[src/hw/rtl/lcdseq_pkg.sv]
`timescale 1ns / 1ps
// Shared types, constants and tables for the character-LCD nibble sequencer.
package lcdseq_pkg;

    localparam int OP_W    = 3;
    localparam int VALUE_W = 8;
    localparam int COL_W   = 6;
    localparam int NIB_W   = 4;
    localparam int IDX_W   = 4;

    localparam int QUEUE_DEPTH_DEF = 2;

    typedef enum logic [OP_W-1:0] {
        OP_CHAR    = 3'd0,
        OP_COMMAND = 3'd1,
        OP_GOTO    = 3'd2,
        OP_NUMBER  = 3'd3,
        OP_CLEAR   = 3'd4,
        OP_INIT    = 3'd5
    } t_op;

    // Shape of the nibble sequence the back end plays out
    typedef enum logic [1:0] {
        K_BYTE = 2'd0,   // one byte, two nibbles
        K_PAIR = 2'd1,   // two data bytes, four nibbles
        K_INIT = 2'd2    // power-up sequence, eleven nibbles
    } t_kind;

    typedef struct packed {
        t_kind              kind;
        logic               rs;
        logic               lw;       // long settle after the low nibble
        logic [VALUE_W-1:0] b0;
        logic [VALUE_W-1:0] b1;
        logic               crow;
        logic [COL_W-1:0]   ccol;
    } t_entry;

    localparam logic [VALUE_W-1:0] GLYPH_BASE   = 8'd192;
    localparam logic [VALUE_W-1:0] ASCII_ZERO   = 8'd48;
    localparam logic [VALUE_W-1:0] CMD_CLEAR    = 8'h01;
    localparam logic [6:0]         NUMBER_MAX   = 7'd99;
    localparam logic [IDX_W-1:0]   INIT_LAST    = 4'd10;
    localparam logic [IDX_W-1:0]   PAIR_LAST    = 4'd3;

    localparam logic [VALUE_W-1:0] GLYPH_ROM [64] = '{
        8'h41, 8'hA0, 8'h42, 8'hA1, 8'hE0, 8'h45, 8'hA3, 8'hA4,
        8'hA5, 8'hA6, 8'h4B, 8'hA7, 8'h4D, 8'h48, 8'h4F, 8'hA8,
        8'h50, 8'h43, 8'h54, 8'hA9, 8'hAA, 8'h58, 8'hE1, 8'hAB,
        8'hAC, 8'hE2, 8'hAD, 8'hAE, 8'h62, 8'hAF, 8'hB0, 8'hB1,
        8'h61, 8'hB2, 8'hB3, 8'hB4, 8'hE3, 8'h65, 8'hB6, 8'hB7,
        8'hB8, 8'hB9, 8'hBA, 8'hBB, 8'hBC, 8'hBD, 8'h6F, 8'hBE,
        8'h70, 8'h63, 8'hBF, 8'h79, 8'hE4, 8'h78, 8'hE5, 8'hC0,
        8'hC1, 8'hE6, 8'hC2, 8'hC3, 8'hC4, 8'hC5, 8'hC6, 8'hC7
    };

    // Init: lone function-set nibble, then 0x28, 0x01, 0x06, 0x0C, 0x01
    function automatic logic [NIB_W-1:0] init_nibble(input logic [IDX_W-1:0] idx);
        logic [NIB_W-1:0] nib;
        case (idx)
            4'd0:    nib = 4'h2;
            4'd1:    nib = 4'h2;
            4'd2:    nib = 4'h8;
            4'd3:    nib = 4'h0;
            4'd4:    nib = 4'h1;
            4'd5:    nib = 4'h0;
            4'd6:    nib = 4'h6;
            4'd7:    nib = 4'h0;
            4'd8:    nib = 4'hC;
            4'd9:    nib = 4'h0;
            4'd10:   nib = 4'h1;
            default: nib = 4'h0;
        endcase
        return nib;
    endfunction

endpackage

[src/hw/rtl/lcdseq_req_if.sv]
`timescale 1ns / 1ps
// Request channel: valid/ready handshake with the LCD request payload.
interface lcdseq_req_if;
    import lcdseq_pkg::*;

    logic               valid;
    logic               ready;
    logic [OP_W-1:0]    operation;
    logic [VALUE_W-1:0] value;
    logic               row;
    logic [COL_W-1:0]   column;

    modport source (output valid, output operation, output value, output row,
                    output column, input ready);
    modport sink   (input valid, input operation, input value, input row,
                    input column, output ready);
endinterface

[src/hw/rtl/lcdseq_nib_if.sv]
`timescale 1ns / 1ps
// Nibble channel: valid/ready handshake with one 4-bit bus transfer.
interface lcdseq_nib_if;
    import lcdseq_pkg::*;

    logic             valid;
    logic             ready;
    logic             register_select;
    logic [NIB_W-1:0] nibble;
    logic             long_wait;
    logic             cursor_row;
    logic [COL_W-1:0] cursor_col;
    logic             last;

    modport source (output valid, output register_select, output nibble,
                    output long_wait, output cursor_row, output cursor_col,
                    output last, input ready);
    modport sink   (input valid, input register_select, input nibble,
                    input long_wait, input cursor_row, input cursor_col,
                    input last, output ready);
endinterface

[src/hw/rtl/lcdseq_front.sv]
`timescale 1ns / 1ps
// Front end: accept requests, classify them into byte entries, track the cursor.
module lcdseq_front (
    input  logic                i_clk,
    input  logic                i_rst_n,
    lcdseq_req_if.sink          i_req,
    input  logic                i_q_full,
    output logic                o_push,
    output lcdseq_pkg::t_entry  o_entry
);
    import lcdseq_pkg::*;

    logic             r_row;
    logic [COL_W-1:0] r_col;
    logic             n_row;
    logic [COL_W-1:0] n_col;
    logic             accept;
    logic [6:0]       num;
    logic [14:0]      prod;
    logic [3:0]       tens;
    logic [6:0]       units;
    logic [VALUE_W-1:0] chr;

    assign i_req.ready = !i_q_full;
    assign accept      = i_req.valid && !i_q_full;

    // Divide by ten via reciprocal: exact for every input up to the clamp of 99
    assign num   = (i_req.value > {1'b0, NUMBER_MAX}) ? NUMBER_MAX : i_req.value[6:0];
    assign prod  = 15'(num) * 15'd205;
    assign tens  = prod[14:11];
    assign units = num - {tens, 3'b000} - {2'b00, tens, 1'b0};

    assign chr = (i_req.value >= GLYPH_BASE) ? GLYPH_ROM[i_req.value[5:0]] : i_req.value;

    always_comb begin
        n_row        = r_row;
        n_col        = r_col;
        o_push       = 1'b0;
        o_entry.kind = K_BYTE;
        o_entry.rs   = 1'b0;
        o_entry.lw   = 1'b0;
        o_entry.b0   = i_req.value;
        o_entry.b1   = '0;
        case (t_op'(i_req.operation))
            OP_CHAR: begin
                o_push     = accept;
                o_entry.rs = 1'b1;
                o_entry.b0 = chr;
            end
            OP_COMMAND: begin
                o_push = accept;
            end
            OP_GOTO: begin
                o_push     = accept;
                o_entry.b0 = {1'b1, i_req.row, i_req.column};
                if (accept) begin
                    n_row = i_req.row;
                    n_col = i_req.column;
                end
            end
            OP_NUMBER: begin
                o_push       = accept;
                o_entry.kind = K_PAIR;
                o_entry.rs   = 1'b1;
                o_entry.b0   = ASCII_ZERO | {4'b0000, tens};
                o_entry.b1   = ASCII_ZERO | {4'b0000, units[3:0]};
            end
            OP_CLEAR: begin
                o_push     = accept;
                o_entry.lw = 1'b1;
                o_entry.b0 = CMD_CLEAR;
                if (accept) begin
                    n_row = 1'b0;
                    n_col = '0;
                end
            end
            OP_INIT: begin
                o_push       = accept;
                o_entry.kind = K_INIT;
            end
            default: begin
                // undefined codes are swallowed without output
                o_push = 1'b0;
            end
        endcase
        o_entry.crow = n_row;
        o_entry.ccol = n_col;
    end

    always_ff @(posedge i_clk) begin
        if (!i_rst_n) begin
            r_row <= 1'b0;
            r_col <= '0;
        end else begin
            r_row <= n_row;
            r_col <= n_col;
        end
    end

endmodule

[src/hw/rtl/lcdseq_queue.sv]
`timescale 1ns / 1ps
// Short entry queue between the front end and the nibble sequencer.
module lcdseq_queue #(
    parameter int DEPTH = lcdseq_pkg::QUEUE_DEPTH_DEF
) (
    input  logic                i_clk,
    input  logic                i_rst_n,
    input  logic                i_push,
    input  lcdseq_pkg::t_entry  i_entry,
    input  logic                i_pop,
    output logic                o_full,
    output logic                o_valid,
    output lcdseq_pkg::t_entry  o_head
);
    import lcdseq_pkg::*;

    localparam int PTR_W = (DEPTH > 1) ? $clog2(DEPTH) : 1;
    localparam int CNT_W = $clog2(DEPTH + 1);

    t_entry           r_mem [DEPTH];
    logic [PTR_W-1:0] r_wr;
    logic [PTR_W-1:0] r_rd;
    logic [CNT_W-1:0] r_count;
    logic [PTR_W-1:0] n_wr;
    logic [PTR_W-1:0] n_rd;

    assign o_full  = (r_count == CNT_W'(DEPTH));
    assign o_valid = (r_count != '0);
    assign o_head  = r_mem[r_rd];

    assign n_wr = (r_wr == PTR_W'(DEPTH - 1)) ? '0 : r_wr + 1'b1;
    assign n_rd = (r_rd == PTR_W'(DEPTH - 1)) ? '0 : r_rd + 1'b1;

    always_ff @(posedge i_clk) begin
        if (i_push) begin
            r_mem[r_wr] <= i_entry;
        end
    end

    always_ff @(posedge i_clk) begin
        if (!i_rst_n) begin
            r_wr    <= '0;
            r_rd    <= '0;
            r_count <= '0;
        end else begin
            if (i_push) begin
                r_wr <= n_wr;
            end
            if (i_pop) begin
                r_rd <= n_rd;
            end
            if (i_push && !i_pop) begin
                r_count <= r_count + 1'b1;
            end else if (!i_push && i_pop) begin
                r_count <= r_count - 1'b1;
            end
        end
    end

    a_count_bound: assert property (@(posedge i_clk) disable iff (!i_rst_n)
        r_count <= CNT_W'(DEPTH))
        else $error("queue count beyond depth");

    a_no_overflow: assert property (@(posedge i_clk) disable iff (!i_rst_n)
        !(i_push && o_full))
        else $error("push into full queue");

    a_no_underflow: assert property (@(posedge i_clk) disable iff (!i_rst_n)
        i_pop |-> o_valid)
        else $error("pop from empty queue");

endmodule

[src/hw/rtl/lcdseq_back.sv]
`timescale 1ns / 1ps
// Back end: play each queued entry out as nibbles into a registered output.
module lcdseq_back (
    input  logic                i_clk,
    input  logic                i_rst_n,
    input  logic                i_q_valid,
    input  lcdseq_pkg::t_entry  i_head,
    output logic                o_pop,
    lcdseq_nib_if.source        o_nib
);
    import lcdseq_pkg::*;

    logic [IDX_W-1:0] r_idx;
    logic             r_valid;
    logic             r_rs;
    logic [NIB_W-1:0] r_nib;
    logic             r_lw;
    logic             r_crow;
    logic [COL_W-1:0] r_ccol;
    logic             r_last;

    logic               fire;
    logic [VALUE_W-1:0] byte_sel;
    logic [NIB_W-1:0]   nib;
    logic               lw;
    logic               last;

    assign fire  = i_q_valid && (!r_valid || o_nib.ready);
    assign o_pop = fire && last;

    always_comb begin
        byte_sel = i_head.b0;
        nib      = '0;
        lw       = 1'b0;
        last     = 1'b0;
        case (i_head.kind)
            K_BYTE: begin
                nib  = r_idx[0] ? byte_sel[3:0] : byte_sel[7:4];
                lw   = r_idx[0] && i_head.lw;
                last = r_idx[0];
            end
            K_PAIR: begin
                byte_sel = r_idx[1] ? i_head.b1 : i_head.b0;
                nib      = r_idx[0] ? byte_sel[3:0] : byte_sel[7:4];
                last     = (r_idx == PAIR_LAST);
            end
            K_INIT: begin
                nib  = init_nibble(r_idx);
                lw   = !r_idx[0];
                last = (r_idx == INIT_LAST);
            end
            default: begin
                last = 1'b1;
            end
        endcase
    end

    always_ff @(posedge i_clk) begin
        if (!i_rst_n) begin
            r_idx   <= '0;
            r_valid <= 1'b0;
        end else begin
            if (fire) begin
                r_idx   <= last ? '0 : r_idx + 1'b1;
                r_valid <= 1'b1;
            end else if (o_nib.ready) begin
                r_valid <= 1'b0;
            end
        end
    end

    always_ff @(posedge i_clk) begin
        if (fire) begin
            r_rs   <= i_head.rs;
            r_nib  <= nib;
            r_lw   <= lw;
            r_crow <= i_head.crow;
            r_ccol <= i_head.ccol;
            r_last <= last;
        end
    end

    assign o_nib.valid           = r_valid;
    assign o_nib.register_select = r_rs;
    assign o_nib.nibble          = r_nib;
    assign o_nib.long_wait       = r_lw;
    assign o_nib.cursor_row      = r_crow;
    assign o_nib.cursor_col      = r_ccol;
    assign o_nib.last            = r_last;

    a_idx_range: assert property (@(posedge i_clk) disable iff (!i_rst_n)
        r_idx <= INIT_LAST)
        else $error("nibble index out of range");

    a_idle_idx: assert property (@(posedge i_clk) disable iff (!i_rst_n)
        !i_q_valid |-> (r_idx == '0))
        else $error("nibble index not rewound with empty queue");

    a_last_rewind: assert property (@(posedge i_clk) disable iff (!i_rst_n)
        (fire && last) |=> (r_idx == '0) && r_last)
        else $error("final nibble did not rewind the index");

endmodule

[src/hw/rtl/char_lcd_nibble_command_sequencer.sv]
`timescale 1ns / 1ps
// Top level of the character-LCD 4-bit nibble command sequencer.
//
//   port     | dir | handshake   | item
//   ---------+-----+-------------+---------------------------------------------
//   i_req    | in  | valid/ready | request: operation, value, row, column
//   o_nib    | out | valid/ready | nibble: rs, nibble, long_wait, cursor, last
//
// One nibble leaves per cycle from the output register while o_nib is ready;
// a character, command, goto or clear is two nibbles, a number four, an init eleven.
// The front end accepts a request while the queue has room, so the
// next request is accepted while the previous one is still being played out.
// Reset (synchronous, active low) empties the queue and the output register and
// puts the cursor at row 0, column 0.
// A stall on o_nib holds the output register; requests back up into the queue
// and i_req.ready drops only when it is full.
module char_lcd_nibble_command_sequencer #(
    parameter int QUEUE_DEPTH = lcdseq_pkg::QUEUE_DEPTH_DEF   // 2..8 entries
) (
    input  logic          i_clk,
    input  logic          i_rst_n,
    lcdseq_req_if.sink    i_req,
    lcdseq_nib_if.source  o_nib
);
    import lcdseq_pkg::*;

    // Front to queue: classified entry, pushed on accept of a defined operation
    logic   q_push;
    t_entry q_entry;
    logic   q_full;

    // Queue to back: head entry, popped after its final nibble
    logic   q_valid;
    t_entry q_head;
    logic   q_pop;

    lcdseq_front u_front (
        .i_clk    (i_clk),
        .i_rst_n  (i_rst_n),
        .i_req    (i_req),
        .i_q_full (q_full),
        .o_push   (q_push),
        .o_entry  (q_entry)
    );

    lcdseq_queue #(
        .DEPTH (QUEUE_DEPTH)
    ) u_queue (
        .i_clk   (i_clk),
        .i_rst_n (i_rst_n),
        .i_push  (q_push),
        .i_entry (q_entry),
        .i_pop   (q_pop),
        .o_full  (q_full),
        .o_valid (q_valid),
        .o_head  (q_head)
    );

    lcdseq_back u_back (
        .i_clk     (i_clk),
        .i_rst_n   (i_rst_n),
        .i_q_valid (q_valid),
        .i_head    (q_head),
        .o_pop     (q_pop),
        .o_nib     (o_nib)
    );

endmodule
[src/flat_wrapper.sv]
// flat-port wrapper written by rule: the top's interface ports become plain ports
module char_lcd_nibble_command_sequencer_flat import lcdseq_pkg::*;
#(
    parameter int QUEUE_DEPTH = lcdseq_pkg::QUEUE_DEPTH_DEF                  
)
  (i_clk, i_rst_n, i_req_valid, i_req_operation, i_req_value, i_req_row, i_req_column, i_req_ready, o_nib_valid, o_nib_register_select, o_nib_nibble, o_nib_long_wait, o_nib_cursor_row, o_nib_cursor_col, o_nib_last, o_nib_ready);
  lcdseq_req_if i_req_i ();
  lcdseq_nib_if o_nib_i ();
  input  logic i_clk;
  input  logic i_rst_n;
  input wire logic [$bits(i_req_i.valid)-1:0] i_req_valid;
  input wire logic [$bits(i_req_i.operation)-1:0] i_req_operation;
  input wire logic [$bits(i_req_i.value)-1:0] i_req_value;
  input wire logic [$bits(i_req_i.row)-1:0] i_req_row;
  input wire logic [$bits(i_req_i.column)-1:0] i_req_column;
  output wire logic [$bits(i_req_i.ready)-1:0] i_req_ready;
  output wire logic [$bits(o_nib_i.valid)-1:0] o_nib_valid;
  output wire logic [$bits(o_nib_i.register_select)-1:0] o_nib_register_select;
  output wire logic [$bits(o_nib_i.nibble)-1:0] o_nib_nibble;
  output wire logic [$bits(o_nib_i.long_wait)-1:0] o_nib_long_wait;
  output wire logic [$bits(o_nib_i.cursor_row)-1:0] o_nib_cursor_row;
  output wire logic [$bits(o_nib_i.cursor_col)-1:0] o_nib_cursor_col;
  output wire logic [$bits(o_nib_i.last)-1:0] o_nib_last;
  input wire logic [$bits(o_nib_i.ready)-1:0] o_nib_ready;
  assign i_req_i.valid = i_req_valid;
  assign i_req_i.operation = i_req_operation;
  assign i_req_i.value = i_req_value;
  assign i_req_i.row = i_req_row;
  assign i_req_i.column = i_req_column;
  assign i_req_ready = i_req_i.ready;
  assign o_nib_valid = o_nib_i.valid;
  assign o_nib_register_select = o_nib_i.register_select;
  assign o_nib_nibble = o_nib_i.nibble;
  assign o_nib_long_wait = o_nib_i.long_wait;
  assign o_nib_cursor_row = o_nib_i.cursor_row;
  assign o_nib_cursor_col = o_nib_i.cursor_col;
  assign o_nib_last = o_nib_i.last;
  assign o_nib_i.ready = o_nib_ready;
  char_lcd_nibble_command_sequencer #(.QUEUE_DEPTH(QUEUE_DEPTH)) u_core (.i_clk(i_clk), .i_rst_n(i_rst_n), .i_req(i_req_i), .o_nib(o_nib_i));
endmodule
[config.mk]
export PLATFORM = sky130hd
export DESIGN_NAME = char_lcd_nibble_command_sequencer_flat
export DESIGN_NICKNAME = d
export VERILOG_FILES = /design/src/hw/rtl/lcdseq_pkg.sv /design/src/hw/rtl/lcdseq_req_if.sv /design/src/hw/rtl/lcdseq_nib_if.sv /design/src/hw/rtl/lcdseq_front.sv /design/src/hw/rtl/lcdseq_queue.sv /design/src/hw/rtl/lcdseq_back.sv /design/src/hw/rtl/char_lcd_nibble_command_sequencer.sv /design/src/flat_wrapper.sv
export SDC_FILE = /design/constraint.sdc
export NUM_CORES = 1
export LEC_CHECK = 0
export ABC_CLOCK_PERIOD_IN_PS = 5000
export BUFFER_PORTS_ARGS = -buffer_cell sky130_fd_sc_hd__clkbuf_2
export CAP_MARGIN = 20
export CORE_MARGIN = 5
export CORE_UTILIZATION = 50
export DETAILED_ROUTE_END_ITERATION = 12
export PLACE_DENSITY = 0.79
export SLEW_MARGIN = 10
export SYNTH_ARGS = -nofsm -noshare
export SYNTH_HDL_FRONTEND = slang
export SYNTH_SLANG_ARGS = --single-unit
[constraint.sdc]
create_clock -name i_clk -period 5 [get_ports i_clk]
set_clock_uncertainty 0.05 [all_clocks]
set_input_delay 0.25 -clock i_clk [delete_from_list [all_inputs] [get_ports i_clk]]
set_output_delay 0.25 -clock i_clk [all_outputs]
set_load 0.05 [all_outputs]
==> results.json, run 1 <==
{
  "rows": 38,
  "postCtsHoldBufs": 0,
  "timing.max_slew.rel_slack": 0.286,
  "vias_in_the_first_global_route": 4092,
  "post-place-ws_ns": -0.0840,
  "power_leakage_uw": 0.00246,
  "cellPowerDensity_nw_per_um2": 406,
  "ctsRootBufferMaster": "sky130_fd_sc_hd__clkbuf_8",
  "cpMaxStageDelayCell": "sky130_fd_sc_hd__fa_1",
  "crit_arrival_ns": 4.80,
  "antenna_cells_inserted": 0,
  "grt_max_degree": 35,
  "count_of_nets_left_with_antenna_violations_after_detail_routing": 0,
  "cp-end-kind": "flip-flop",
  "max-clock-path-buffers": 2,
  "fillers": 916,
  "drive_above_1_share": 0.174,
  "post_cts_buffers": 0,
  "initial_antenna_violation_count": 0,
  "p_total_uw": 2430,
  "crit_path_max_fanout": 5,
  "num_io_pins": 38,
  "power.share.clock": 0.174,
  "core_um2": 10700,
  "post-route-drc-count": 0,
  "die-width_um": 114,
  "critPathBufInv": 4,
  "internal-power_uw": 1440,
  "setup_viol": 0,
  "port_buffers": 37,
  "layout.cells.most_common": "sky130_fd_sc_hd__edfxtp_1",
  "share_seq_of_total_power": 0.398,
  "clk_pin_slew_worst_paths_ns": 0.08,
  "grt-ovfl-total": 0,
  "fin_util": 0.556,
  "postSynthCellCount": 533,
  "asyncSetResetFlopFracSynth": 0,
  "fin_tns_setup_ns": 0,
  "synth_area_um2": 5440,
  "routability_driven_placement_congestion_ratio": 0.881,
  "worst_path_setup_slack_after_routing_ns": 0.330,
  "worst_skew_pair.late_latency_ns": 0.35,
  "max_cap_viol_count": 0,
  "fmax_ghz": 0.214,
  "mostFrequentLayoutCells": "60 x sky130_fd_sc_hd__edfxtp_1, 44 x sky130_fd_sc_hd__ha_1, 39 x sky130_fd_sc_hd__inv_1",
  "global_route.usage.total": 0.187,
  "run_status": "completed",
  "slew_viol_final": 0,
  "fin_nets": 639,
  "drt_first_iter_violations": 371,
  "p_switching_uw": 987,
  "layoutNonFillerInstCount": 710,
  "synth_seq_cells": 81,
  "worst_slew_pin_slew_ns": 1.07,
  "dr.pass1.iters": 5,
  "initial_standard_cell_utilization_of_the_core": 0.506,
  "crit_top_cell": "sky130_fd_sc_hd__ha_1",
  "timing_hold_violations_final": 0,
  "layout_worst_path_cycle_share": 0.934,
  "route.detailed.wl_per_inst_um": 16.7,
  "avg_cell_area_syn_um2": 10.2,
  "hold_path.class": "input port to flip-flop",
  "grt_setup_unrepaired": "false",
  "vias_per_instance": 5.87,
  "cts_num_sinks": 81,
  "dp_cells": 694,
  "tritoncts.num_buffers": 9,
  "setup.worst_path.start_class": "input port",
  "critPathKind": "input port to flip-flop",
  "cts_htree_levels": 3,
  "cp.required_ns": 5.13,
  "worstPathCellList": "clkbuf_2, or3_4, a31oi_4, and2_1, ha_1, ha_1, inv_1, fa_1, fa_1, inv_1, ha_1, or3_1, a31o_1, a221oi_2, xnor2_1, ha_1, inv_1, o211ai_1, xnor2_1, mux2i_1",
  "ys_types": 62,
  "routed_wl_mm": 11.8,
  "synth_edf_count": 60,
  "vdd_drop_max_v": 0.000372,
  "global_route_wire_length_before_repair_mm": 19.8,
  "detailedPlacementHpwl_mm": 9.07,
  "tritoncts": "yes",
  "synth.net_count": 607,
  "worst_path_dominant_cell_family": "adder cells",
  "synthToLayoutAreaGrowth_pct": 9.90,
  "die_area_um2": 13100,
  "die_height_um": 114,
  "detailroute.via_count": 4170,
  "sequential_share_of_the_synthesized_area": 0.409,
  "most_frequently_used_flop_master_after_synthesis": "sky130_fd_sc_hd__edfxtp_1",
  "p_comb_frac": 0.427,
  "worst_path_largest_cell_delay_ns": 0.49,
  "ys.warnings.count": 0,
  "fin_crit_ns": 4.67,
  "switching_share": 0.407
}
## tightest hold or removal path: cells and delay by family
| family | cells | cell delay (ns) |
|---|---|---|
| buffers and inverters | 1 | 0.07 |
| AND/OR/NAND/NOR | 1 | 0.15 |
| AO/OA/AOI/OAI | 1 | 0.10 |
## flip-flops by register name, indices dropped and copies added, names as in the netlist, named ones only
| name | cells |
|---|---|
| u_core.u_queue.r_wr | 1 |
| u_core.u_back.o_nib.valid | 1 |
| u_core.u_front.r_col | 6 |
| u_core.u_front.r_row | 1 |
| u_core.u_back.o_nib.register_select | 1 |
| u_core.u_back.r_idx | 4 |
| u_core.u_back.o_nib.cursor_col | 6 |
| u_core.u_queue.r_count | 2 |
| u_core.u_queue.r_rd | 1 |
| u_core.u_back.o_nib.last | 1 |
| u_core.u_queue.r_mem | 46 |
| u_core.u_back.o_nib.cursor_row | 1 |
| u_core.u_back.o_nib.nibble | 4 |
| u_core.u_back.o_nib.long_wait | 1 |
## through the flow
step	hold slack, ns	area (um2)
final	0.228	5970
after global routing	0.276	5970
after CTS	0.222	5970
after detailed placement	0.484	5790
after global placement	0.474	5760
after floorplan	0.322	5440
## metal layers
metal | up-vias | routed length, um | global-route usage
met3 | 20 | 649 | 0.0206
met2 | 142 | 5770 | 0.309
met5 | - | 0 | 0
met4 | 0 | 269 | 0.0713
met1 | 1977 | 5150 | 0.252
li1 | 2031 | - | -
## cells by family after synthesis
kind of cell             Yosys count  synth area share
AO/OA/AOI/OAI                    144             0.190
XOR/XNOR                          15            0.0242
adder cells (fa/ha/maj)           52             0.131
buffers and inverters             71            0.0523
flip-flops                        81             0.409
multiplexers                      24            0.0610
AND/OR/NAND/NOR                  146             0.133
## cell usage after synthesis (all sizes together), types with 6 or more instances
cell type	number	area, um2
nand2b	7	43.8
edfxtp	60	1800
nand3	13	65.1
xnor2	8	70.1
xor2	7	61.3
o21ai	21	105
nand2	33	124
nor2	37	139
fa	8	160
and2	18	115
mux4	6	135
mux2	13	146
dfxtp	21	420
buf	11	58.8
inv	40	150
a21oi	30	150
nor3	7	35.0
a22o	13	114
a21o	6	45.0
clkbuf	18	67.6
o211ai	9	67.6
ha	44	551
nor2b	14	87.6
## repair_timing
item	in CTS	in global routing
endpoints found under the hold margin	0	0
endpoints found under the setup margin	0	2
gates resized for setup	0	1
## power by group through the flow
stage / sequential, uW / combinational (uW) / clock (uW)
2_1_floorplan: 1160 / 593 / 0
3_3_place_gp: 977 / 988 / 0
3_5_place_dp: 985 / 1040 / 0
4_1_cts: 970 / 1040 / 434
5_1_grt: 983 / 1130 / 461
6_report: 967 / 1040 / 423
## worst paths after layout
path                                from                             endpoint  slack, ns  cells past startpoint
max reg2reg                    flip-flop            u_core.u_queue.r_count[1]       1.42                      9
min reg2reg  u_core.u_queue.r_mem[1][22]  u_core.u_back.o_nib.register_select       0.50                      1
max                       i_req_value[2]          u_core.u_queue.r_mem[0][10]       0.33                     20
min                          o_nib_ready            u_core.u_back.o_nib.valid       0.23                      3
## cell type report
cell class	instances	area, um2	share of cell area
timing repair buffer	50	303	0.0507
clock inverter	7	53.8	0.00901
tap	140	175	0.0293
sequential	81	2220	0.372
clock buffer	9	124	0.0207
multi-input combinational	381	2940	0.492
inverter	42	158	0.0264
Power figures use the tool's default switching activity.
==> run 2: changes to the inputs <==
ABC_CLOCK_PERIOD_IN_PS = 5700   (was 5000)
CORE_ASPECT_RATIO = 1.75   (was unset)
CORE_MARGIN = 4   (was 5)
PLACE_DENSITY = 0.76   (was 0.79)
clock period = 5.7 ns   (was 5 ns; I/O delays follow)
==> run 2 against run 1 <==
Register-to-register slack better by 0.71 ns. Largest cell class unchanged. Critical path depth unchanged. Worst setup slack improved by 0.54 ns. Count of clock-buffer cells in the layout up 3. Flip-flop and latch count unchanged. Routed wire length up 3.1%. Via count decreased by 0.26%. Combinational power is 13% lower.
==> results.json, run 2 (same netlist as run 1, synthesis figures left out) <==
{
  "routability_driven_placement_congestion_ratio": 0.982,
  "drt_first_iter_violations": 194,
  "switching_share": 0.379,
  "drive_above_1_share": 0.162,
  "grt_setup_unrepaired": "false",
  "cts_htree_levels": 3,
  "regMostFlops": "u_core.u_queue.r_mem",
  "rows": 50,
  "mostFrequentLayoutCells": "60 x sky130_fd_sc_hd__edfxtp_1, 44 x sky130_fd_sc_hd__ha_1, 39 x sky130_fd_sc_hd__inv_1",
  "cp.required_ns": 5.81,
  "fin_nets": 632,
  "setup_viol": 0,
  "tritoncts": "yes",
  "fin_tns_setup_ns": 0,
  "run_status": "completed",
  "detailroute.via_count": 4159,
  "ctsResizeCount": 0,
  "port_buffers": 37,
  "ctsRootBufferMaster": "sky130_fd_sc_hd__clkbuf_16",
  "initial_antenna_violation_count": 0,
  "postCtsHoldBufs": 0,
  "timing.max_slew.rel_slack": 0.292,
  "dr.pass1.iters": 5,
  "count_of_nets_left_with_antenna_violations_after_detail_routing": 0,
  "dp_cells": 676,
  "worst_skew_pair.late_latency_ns": 0.34,
  "worst_slew_pin_slew_ns": 1.06,
  "power_leakage_uw": 0.00248,
  "max_cap_viol_count": 0,
  "worst_path_largest_cell_delay_ns": 0.42,
  "max-clock-path-buffers": 2,
  "p_switching_uw": 877,
  "setup.worst_path.start_class": "input port",
  "crit_top_cell": "sky130_fd_sc_hd__ha_1",
  "layout_worst_path_cycle_share": 0.848,
  "post-route-drc-count": 0,
  "global_route_wire_length_before_repair_mm": 20.2,
  "slew_viol_final": 0,
  "cts_num_sinks": 81,
  "clk_pin_slew_worst_paths_ns": 0.06,
  "flip_flop_count_of_the_largest_register_all_copies_and_words_added": 46,
  "vias_per_instance": 6.00,
  "route.detailed.wl_per_inst_um": 17.6,
  "hold_path.class": "input port to flip-flop",
  "power.share.clock": 0.248,
  "grt_max_degree": 35,
  "p_total_uw": 2320,
  "routed_wl_mm": 12.2,
  "cp-end-kind": "flip-flop",
  "detailedPlacementHpwl_mm": 9.29,
  "antenna_cells_inserted": 0,
  "vias_in_the_first_global_route": 4166,
  "layoutNonFillerInstCount": 693,
  "post_cts_buffers": 0,
  "global_route.usage.total": 0.199,
  "grt-ovfl-total": 0,
  "core_um2": 10700,
  "critPathKind": "input port to flip-flop",
  "fin_crit_ns": 4.83,
  "initial_standard_cell_utilization_of_the_core": 0.508,
  "tritoncts.num_buffers": 9,
  "synthToLayoutAreaGrowth_pct": 10.8,
  "worstPathCellList": "clkbuf_2, or3_4, a31oi_4, nand2_1, ha_1, inv_1, fa_1, inv_1, fa_1, ha_1, ha_1, a21o_1, a21o_1, a221oi_1, xnor2_1, ha_1, inv_1, o211ai_1, xnor2_1, mux2i_1",
  "timing_hold_violations_final": 0,
  "layout.cells.most_common": "sky130_fd_sc_hd__edfxtp_1",
  "crit_path_max_fanout": 5,
  "die_area_um2": 12700,
  "cpMaxStageDelayCell": "sky130_fd_sc_hd__fa_1",
  "fmax_ghz": 0.207,
  "die-width_um": 86.8,
  "internal-power_uw": 1440,
  "cellPowerDensity_nw_per_um2": 385,
  "vdd_drop_max_v": 0.000384,
  "crit_arrival_ns": 4.94,
  "die_height_um": 146,
  "share_seq_of_total_power": 0.362,
  "p_comb_frac": 0.389,
  "num_io_pins": 38
}
==> run 2: critical path, delay by kind of cell <==
kind                       cells  cell delay, ns
adders and majority gates      6            2.09
AOI/OAI and AO/OA              5            1.19
buffers and inverters          4            0.29
muxes                          1            0.26
and+or+nand+nor                2            0.54
xor gates and xnor gates       2            0.30
==> run 2: layout make-up <==
class,count,area [um2]
clock buffers,12,279
multi-input cells,381,2930
clock inverters,4,30.0
fillers,891,4680
repair buffers,43,238
well taps,130,163
flip-flops and latches,81,2220
inverters,42,158
==> run 2: path summary, 6_finish.rpt <==
| path | from | end | slack (ns) | depth (start not counted) |
|---|---|---|---|---|
| max | i_req_value[2] | u_core.u_queue.r_mem[0][10] | 0.87 | 20 |
| min | o_nib_ready | u_core.u_back.o_nib.valid | 0.26 | 3 |
| max reg2reg | flip-flop | u_core.u_queue.r_count[1] | 2.13 | 10 |
| min reg2reg | u_core.u_queue.r_mem[0][0] | u_core.u_back.o_nib.cursor_col[0] | 0.50 | 1 |
==> run 2: power groups by stage <==
| stage | Sequential (uW) | Clock (uW) | Combinational, uW |
|---|---|---|---|
| floorplan | 1020 | 0 | 520 |
| global placement | 848 | 0 | 869 |
| detailed placement | 854 | 0 | 895 |
| CTS | 843 | 582 | 902 |
| global route | 852 | 603 | 984 |
| finish | 840 | 575 | 902 |
==> run 2: metal layers <==
layer | GRT usage | vias up | part of all wire
met1 | 0.220 | 1988 | 0.38
met4 | 0.125 | 0 | 0.052
met3 | 0.0340 | 42 | 0.036
met2 | 0.344 | 107 | 0.54
met5 | 0 | - | 0
li1 | - | 2022 | -
==> run 2: through the flow <==
step                worst slack [ns]  instance area, um2  hold WS, ns   util
global route                   0.560                6020        0.300  0.563
floorplan                      0.863                5440        0.357      -
finish                         0.867                6020        0.263  0.563
detailed placement             0.557                5700        0.484  0.533
CTS                            0.880                6010        0.259  0.561
global placement               0.702                5700        0.479  0.533
